<file path="src/sv/vntg_pkg.sv">
// ----------------------------------------------------------------------------
// vntg_pkg
// Shared types, constants and fixed-point helpers for the vertex normal and
// tangent generator.
// ----------------------------------------------------------------------------
package vntg_pkg;

  localparam int MAX_VERTICES = 1024;
  localparam int VERT_AW      = $clog2(MAX_VERTICES);
  localparam int ACC_W        = 21;
  localparam int Q_ONE        = 16384;

  typedef enum logic [1:0] {
    OP_LOAD = 2'd0,
    OP_TRI  = 2'd1,
    OP_READ = 2'd2,
    OP_NONE = 2'd3
  } opcode_t;

  typedef enum logic [4:0] {
    ST_IDLE,
    ST_RD0,
    ST_RD1,
    ST_RD2,
    ST_RD3,
    ST_EDGE,
    ST_FIT,
    ST_CR_MUL,
    ST_CR_ACC,
    ST_NN_GO,
    ST_NN_WAIT,
    ST_NACC_RD,
    ST_NACC_WR,
    ST_DET_MUL,
    ST_DET_ACC,
    ST_TFIT,
    ST_TG_MUL,
    ST_TG_ACC,
    ST_TN_GO,
    ST_TN_WAIT,
    ST_TACC_RD,
    ST_TACC_WR,
    ST_RV_RD,
    ST_RV_LAT,
    ST_RVN_GO,
    ST_RVN_WAIT,
    ST_RVT_GO,
    ST_RVT_WAIT,
    ST_OUT
  } seq_state_t;

  typedef enum logic [3:0] {
    NS_IDLE,
    NS_SHIFT,
    NS_SQ,
    NS_SUM,
    NS_CHK,
    NS_SQRT,
    NS_DLOAD,
    NS_DIV,
    NS_DONE
  } norm_state_t;

  function automatic logic signed [32:0] diff33(input logic [31:0] a, input logic [31:0] b);
    return $signed({a[31], a}) - $signed({b[31], b});
  endfunction

  function automatic logic [32:0] mag33(input logic signed [32:0] x);
    return x[32] ? 33'(-x) : 33'(x);
  endfunction

  // smallest right shift that brings every magnitude below 2^30
  function automatic logic [1:0] fit_shift(input logic [32:0] m_or);
    logic [1:0] s;
    if (m_or[32]) s = 2'd3;
    else if (m_or[31]) s = 2'd2;
    else if (m_or[30]) s = 2'd1;
    else s = 2'd0;
    return s;
  endfunction

  function automatic logic signed [32:0] scale_down(input logic signed [32:0] x,
                                                    input logic [1:0] s);
    logic [32:0] m;
    m = mag33(x) >> s;
    return x[32] ? -$signed(m) : $signed(m);
  endfunction

  function automatic logic signed [20:0] sat_add(input logic signed [20:0] a,
                                                 input logic signed [15:0] u);
    logic signed [21:0] t;
    t = 22'(a) + 22'(u);
    if (t > 22'sd1048575) t = 22'sd1048575;
    else if (t < -22'sd1048576) t = -22'sd1048576;
    return t[20:0];
  endfunction

  function automatic logic [62:0] acc_add3(input logic [62:0] acc,
                                           input logic signed [15:0] u0,
                                           input logic signed [15:0] u1,
                                           input logic signed [15:0] u2);
    return {sat_add(acc[62:42], u2), sat_add(acc[41:21], u1), sat_add(acc[20:0], u0)};
  endfunction

  function automatic logic signed [63:0] sx21(input logic [20:0] x);
    return 64'($signed(x));
  endfunction

endpackage

</file>
<file path="src/sv/vntg_norm.sv">
// ----------------------------------------------------------------------------
// vntg_norm
// Iterative vector normalizer: common shift, sum of squares, bitwise square
// root and restoring division to Q1.14 unit components.
// ----------------------------------------------------------------------------
module vntg_norm (
  input  logic               clk,
  input  logic               rst,
  input  logic               start,
  input  logic signed [63:0] v0,
  input  logic signed [63:0] v1,
  input  logic signed [63:0] v2,
  output logic               done,
  output logic signed [15:0] u0,
  output logic signed [15:0] u1,
  output logic signed [15:0] u2
);

  vntg_pkg::norm_state_t state, state_next;

  logic [63:0]        m [0:2];
  logic [2:0]         neg;
  logic [1:0]         k;
  logic [59:0]        sq_prod;
  logic [63:0]        sum;
  logic [63:0]        sn, sr, sbit;
  logic [63:0]        st;
  logic [46:0]        dn, dd;
  logic [14:0]        q, q_new, q_cap;
  logic [3:0]         cnt;
  logic               ge;
  logic [63:0]        m_or;
  logic signed [15:0] u [0:2];

  assign m_or  = m[0] | m[1] | m[2];
  assign st    = sr + sbit;
  assign ge    = dn >= dd;
  assign q_new = {q[13:0], ge};
  assign q_cap = (q_new > 15'(vntg_pkg::Q_ONE)) ? 15'(vntg_pkg::Q_ONE) : q_new;
  assign done  = (state == vntg_pkg::NS_DONE);
  assign u0    = u[0];
  assign u1    = u[1];
  assign u2    = u[2];

  always_ff @(posedge clk) begin
    if (rst) begin
      state <= vntg_pkg::NS_IDLE;
    end else begin
      state <= state_next;
    end
  end

  always_comb begin
    state_next = state;
    unique case (state)
      vntg_pkg::NS_IDLE:  if (start) state_next = vntg_pkg::NS_SHIFT;
      vntg_pkg::NS_SHIFT: if (!(|m_or[63:30])) state_next = vntg_pkg::NS_SQ;
      vntg_pkg::NS_SQ:    state_next = vntg_pkg::NS_SUM;
      vntg_pkg::NS_SUM:   state_next = (k == 2'd2) ? vntg_pkg::NS_CHK : vntg_pkg::NS_SQ;
      vntg_pkg::NS_CHK:   state_next = (sum == 64'd0) ? vntg_pkg::NS_DONE : vntg_pkg::NS_SQRT;
      vntg_pkg::NS_SQRT:  if (sbit[0]) state_next = vntg_pkg::NS_DLOAD;
      vntg_pkg::NS_DLOAD: state_next = vntg_pkg::NS_DIV;
      vntg_pkg::NS_DIV: begin
        if (cnt == 4'd14) begin
          state_next = (k == 2'd2) ? vntg_pkg::NS_DONE : vntg_pkg::NS_DLOAD;
        end
      end
      vntg_pkg::NS_DONE:  state_next = vntg_pkg::NS_IDLE;
      default:            state_next = vntg_pkg::NS_IDLE;
    endcase
  end

  always_ff @(posedge clk) begin
    case (state)
      vntg_pkg::NS_IDLE: begin
        if (start) begin
          m[0] <= v0[63] ? 64'(-v0) : 64'(v0);
          m[1] <= v1[63] ? 64'(-v1) : 64'(v1);
          m[2] <= v2[63] ? 64'(-v2) : 64'(v2);
          neg  <= {v2[63], v1[63], v0[63]};
        end
      end
      vntg_pkg::NS_SHIFT: begin
        if (|m_or[63:34]) begin
          for (int i = 0; i < 3; i++) m[i] <= m[i] >> 4;
        end else if (|m_or[63:30]) begin
          for (int i = 0; i < 3; i++) m[i] <= m[i] >> 1;
        end else begin
          k   <= 2'd0;
          sum <= 64'd0;
        end
      end
      vntg_pkg::NS_SQ: begin
        sq_prod <= m[k][29:0] * m[k][29:0];
      end
      vntg_pkg::NS_SUM: begin
        sum <= sum + 64'(sq_prod);
        if (k != 2'd2) k <= k + 2'd1;
      end
      vntg_pkg::NS_CHK: begin
        if (sum == 64'd0) begin
          for (int i = 0; i < 3; i++) u[i] <= 16'sd0;
        end
        sn   <= sum;
        sr   <= 64'd0;
        sbit <= 64'd1 << 62;
        k    <= 2'd0;
      end
      vntg_pkg::NS_SQRT: begin
        if (sn >= st) begin
          sn <= sn - st;
          sr <= (sr >> 1) + sbit;
        end else begin
          sr <= sr >> 1;
        end
        sbit <= sbit >> 2;
      end
      vntg_pkg::NS_DLOAD: begin
        dn  <= {2'b0, m[k][29:0], 15'b0} + 47'(sr[31:0]);
        dd  <= {sr[31:0], 15'b0};
        q   <= 15'd0;
        cnt <= 4'd0;
      end
      vntg_pkg::NS_DIV: begin
        if (ge) dn <= dn - dd;
        dd  <= dd >> 1;
        q   <= q_new;
        cnt <= cnt + 4'd1;
        if (cnt == 4'd14) begin
          u[k] <= neg[k] ? -$signed(16'(q_cap)) : $signed(16'(q_cap));
          k    <= k + 2'd1;
        end
      end
      default: ;
    endcase
  end

endmodule

</file>
<file path="config.mk">
export PLATFORM = sky130hd
export DESIGN_NAME = vntg_norm
export DESIGN_NICKNAME = d
export VERILOG_FILES = /design/src/sv/vntg_pkg.sv /design/src/sv/vntg_norm.sv
export SDC_FILE = /design/constraint.sdc
export NUM_CORES = 2
export LEC_CHECK = 0
export BUFFER_PORTS_ARGS = -buffer_cell sky130_fd_sc_hd__buf_2
export CAP_MARGIN = 20
export CORE_ASPECT_RATIO = 0.6
export CORE_UTILIZATION = 60
export CTS_CLUSTER_DIAMETER = 30
export CTS_CLUSTER_SIZE = 28
export DETAILED_ROUTE_END_ITERATION = 16
export PLACE_DENSITY = 0.77
export SYNTH_ARGS = -nofsm -noshare
export SYNTH_HDL_FRONTEND = slang
export SYNTH_SLANG_ARGS = --single-unit
</file>
<file path="constraint.sdc">
create_clock -name clk -period 10.5 [get_ports clk]
set_input_delay 0.525 -clock clk [delete_from_list [all_inputs] [get_ports clk]]
set_output_delay 0.525 -clock clk [all_outputs]
set_load 0.01 [all_outputs]
</file>
==> results by group <==
Setup path
  – Crit-path slowest cell: dfxtp_2
  – CP delay by family, top: adder cells
  – Most common cell on crit path: fa_1
  – CP max FO: 19
  – Arr. time, crit path: 10.37 ns
  – Critical Path Source Type: register
  – CP Capture Type: register
  – Worst path max stage delay: 0.70 ns
  – WS Path Type: register to register
  – Required time worst endpoint: 10.95 ns
  – Crit path buf inv count: 8

Synthesis
  – Dominant synthesized flop cell: edfxtp_1
  – Number of synthesized flops with an enable pin: 640
  – Cell Area, Synth: 70,760 sq um
  – Sequential area share after synthesis: 27.33%
  – Synth warn: 0
  – Largest cells by area after synthesis: edfxtp_1 (27%), fa_1 (20%), ha_1 (9.1%)
  – Yosys top cell area share: 27.16%
  – Cells after Synth: 7,772
  – FF+latch count, synth: 646
  – Leading area contributor after synthesis: edfxtp_1
  – Number of library cell types mapped by synthesis: 78
  – Synth top cells by count: inv_1 (1,018), nor2_1 (796), nand2_1 (795)
  – Top-count cell post-synth: inv_1
  – Async set-reset flop share out of synthesis: 0%
  – Mapped Avg Cell Area: 9.105 sq um
  – Syn_nets: 9,179

Run status
  – Status: finished clean

Clock tree
  – Clock slew at reported path FFs: 0.05 ns
  – CTS H-tree depth: 3
  – Clk Latency, worst-skew pair: 0.74 ns
  – Cts bufs inserted: 104
  – Post-CTS sizing: 0
  – # clock sinks: 646
  – TritonCTS clock tree: yes
  – Root buf cell: clkbuf_16
  – Clock buffer depth: 3
  – Post-CTS Setup Inserts: 0

Timing
  – RSZ-0062 raised after global routing: false
  – Worst-Margin Slew: 1.304 ns
  – Fmax: 100.8 MHz
  – Final hold violation count: 0
  – Fin Clk Skew: 0.05178 ns
  – Period utilization: 94.52%
  – # setup viols final: 0
  – Pins Over Slew Limit: 0
  – TNS Setup: 0 ns
  – Relative slew margins: 12.26%
  – Final min period: 9.924 ns

Finish
  – Fin nets: 9,306
  – Fin cells: 9,593
  – Layout cells sized above 1: 7.712%
  – Final core occ: 66.20%
  – Layout area overhead: 9.334%

Detailed routing
  – Pre-Repair DR Iteration Count: 8
  – Drt via density: 6.176
  – DRT iter0 DRCs: 7,106
  – Vias: 59,250
  – Post-route DRC: 0
  – Drt total wl: 220.4 mm
  – Antenna Nets Post-Route: 0
  – Routed WL per cell: 22.98 microns

GRT
  – Largest net degree at the start of global routing: 213
  – Vias in the first global route: 56,260
  – First-pass GRT wire length: 335.4 mm
  – Initial antenna violation count: 24
  – Total GRT Usage: 36.88%
  – Grt ovf: 0

Place
  – # port buffers: 243
  – Cell total after placement: 9,376
  – Post-DP HPWL: 174.7 mm
  – Final RePlAce weighted congestion: 1.043

Die
  – Core ar.: 116,900 sq um
  – Top-level port count: 244
  – Initial Util: 60.55%
  – Chip width: 445.4 microns
  – FP Rows: 97
  – Die Y: 268.0 microns
  – Die area: 119,400 sq um

Hold path
  – Type of the most critical hold path: input port to register

Run
  – Max_cap viols: 0
==> per-stage QoR <==
stage          setup WS (ns)  instance area [sq um]  hold WS (ns)
6_report              0.5757                  77370        0.1244
5_1_grt              0.01265                  77350        0.1338
4_1_cts               0.6938                  77320       0.06931
3_5_place_dp          0.7067                  73650        0.5431
3_3_place_gp           1.034                  73650        0.5447
2_1_floorplan          1.107                  70760        0.5212
==> tightest hold or removal path, delay by kind of cell <==
kind,cells,cell delay (ns)
simple gates,2,0.15
buf+inv,1,0.12
==> registers in the layout, summed over array words and instances, names as in the netlist, 4 cells and up, named ones only <==
| signal | count |
|---|---|
| sn | 64 |
| dd | 47 |
| m | 192 |
| state | 4 |
| u | 48 |
| sr | 64 |
| cnt | 4 |
| sum | 64 |
| dn | 47 |
| sbit | 32 |
| q | 14 |
| sq_prod | 59 |
==> worst paths after layout <==
check,start,to,slack [ns],depth (start not counted)
worst max-delay path,register,sq_prod[59]$_DFFE_PP_,0.58,31
worst min-delay path,start,state[0]$_SDFFE_PP0P_,0.12,3
worst max register to register,register,sq_prod[59]$_DFFE_PP_,0.58,31
worst min register to register,m[2][44]$_DFFE_PP_,m[2][40]$_DFFE_PP_,0.56,2
==> logic make-up after synthesis <==
group           count (synthesis)  synth area share [%]
fa+ha+maj                    1212                 28.82
mux                            58                0.8328
buf+inv                      1349                 7.156
compound gates               1656                 14.33
flops                         646                 27.33
xor+xnor                      557                 6.894
simple gates                 2294                 14.63
==> repair_timing <==
item / CTS / global route
endpoints found under the hold margin: 4 / 0
endpoints found under the setup margin: 0 / 0
hold buffers: 1 / 0
==> cell usage in the layout, fill, tap and decap left out, types with 19 or more instances in the layout <==
| cell type | synthesis | layout |
|---|---|---|
| inv_1 | 1018 | 1017 |
| nand2_1 | 795 | 792 |
| nor2_1 | 796 | 791 |
| fa_1 | 697 | 697 |
| edfxtp_1 | 640 | 640 |
| ha_1 | 515 | 515 |
| o21ai_0 | 501 | 496 |
| a21oi_1 | 437 | 437 |
| xor2_1 | 335 | 335 |
| buf_2 | 0 | 243 |
| xnor2_1 | 222 | 222 |
| a21o_1 | 152 | 152 |
| a211oi_1 | 119 | 119 |
| clkbuf_16 | 0 | 104 |
| buf_4 | 0 | 96 |
| nand3_1 | 87 | 87 |
| a31oi_1 | 85 | 85 |
| o31ai_1 | 80 | 80 |
| nand4_1 | 79 | 79 |
| nor3_1 | 81 | 78 |
| nor4_1 | 73 | 73 |
| o21a_1 | 69 | 68 |
| and2_1 | 66 | 65 |
| nor2b_1 | 58 | 57 |
| nand2b_1 | 55 | 55 |
| mux2i_1 | 51 | 51 |
| or3_1 | 47 | 47 |
| and3_1 | 47 | 46 |
| o21bai_1 | 37 | 37 |
| or4_1 | 33 | 33 |
| diode_2 | 0 | 21 |
| clkinv_1 | 9 | 20 |
| o41ai_1 | 20 | 20 |
| a31o_2 | 19 | 19 |
==> cell type report <==
type                    count  area, sq um
diodes                     21        52.55
clock buffers             108         2618
clock inverters            87         1039
fillers                  9460        39510
inverters                1027         3857
multi-input cells        5777        46470
flip-flops and latches    646        19340
well taps                1584         1982
repair buffers            343         2007
==> metal layers <==
layer | GRT usage, % | vias up | routed length (microns)
li1 | - | 26720 | -
met1 | 55.98 | 28600 | 95760
met2 | 49.29 | 3546 | 87010
met3 | 12.91 | 383 | 31740
met4 | 9.808 | 10 | 5803
met5 | 0.4365 | - | 124
Power is not shown: default switching activity piles up to over one toggle a cycle in this logic, so the estimate is an artifact.
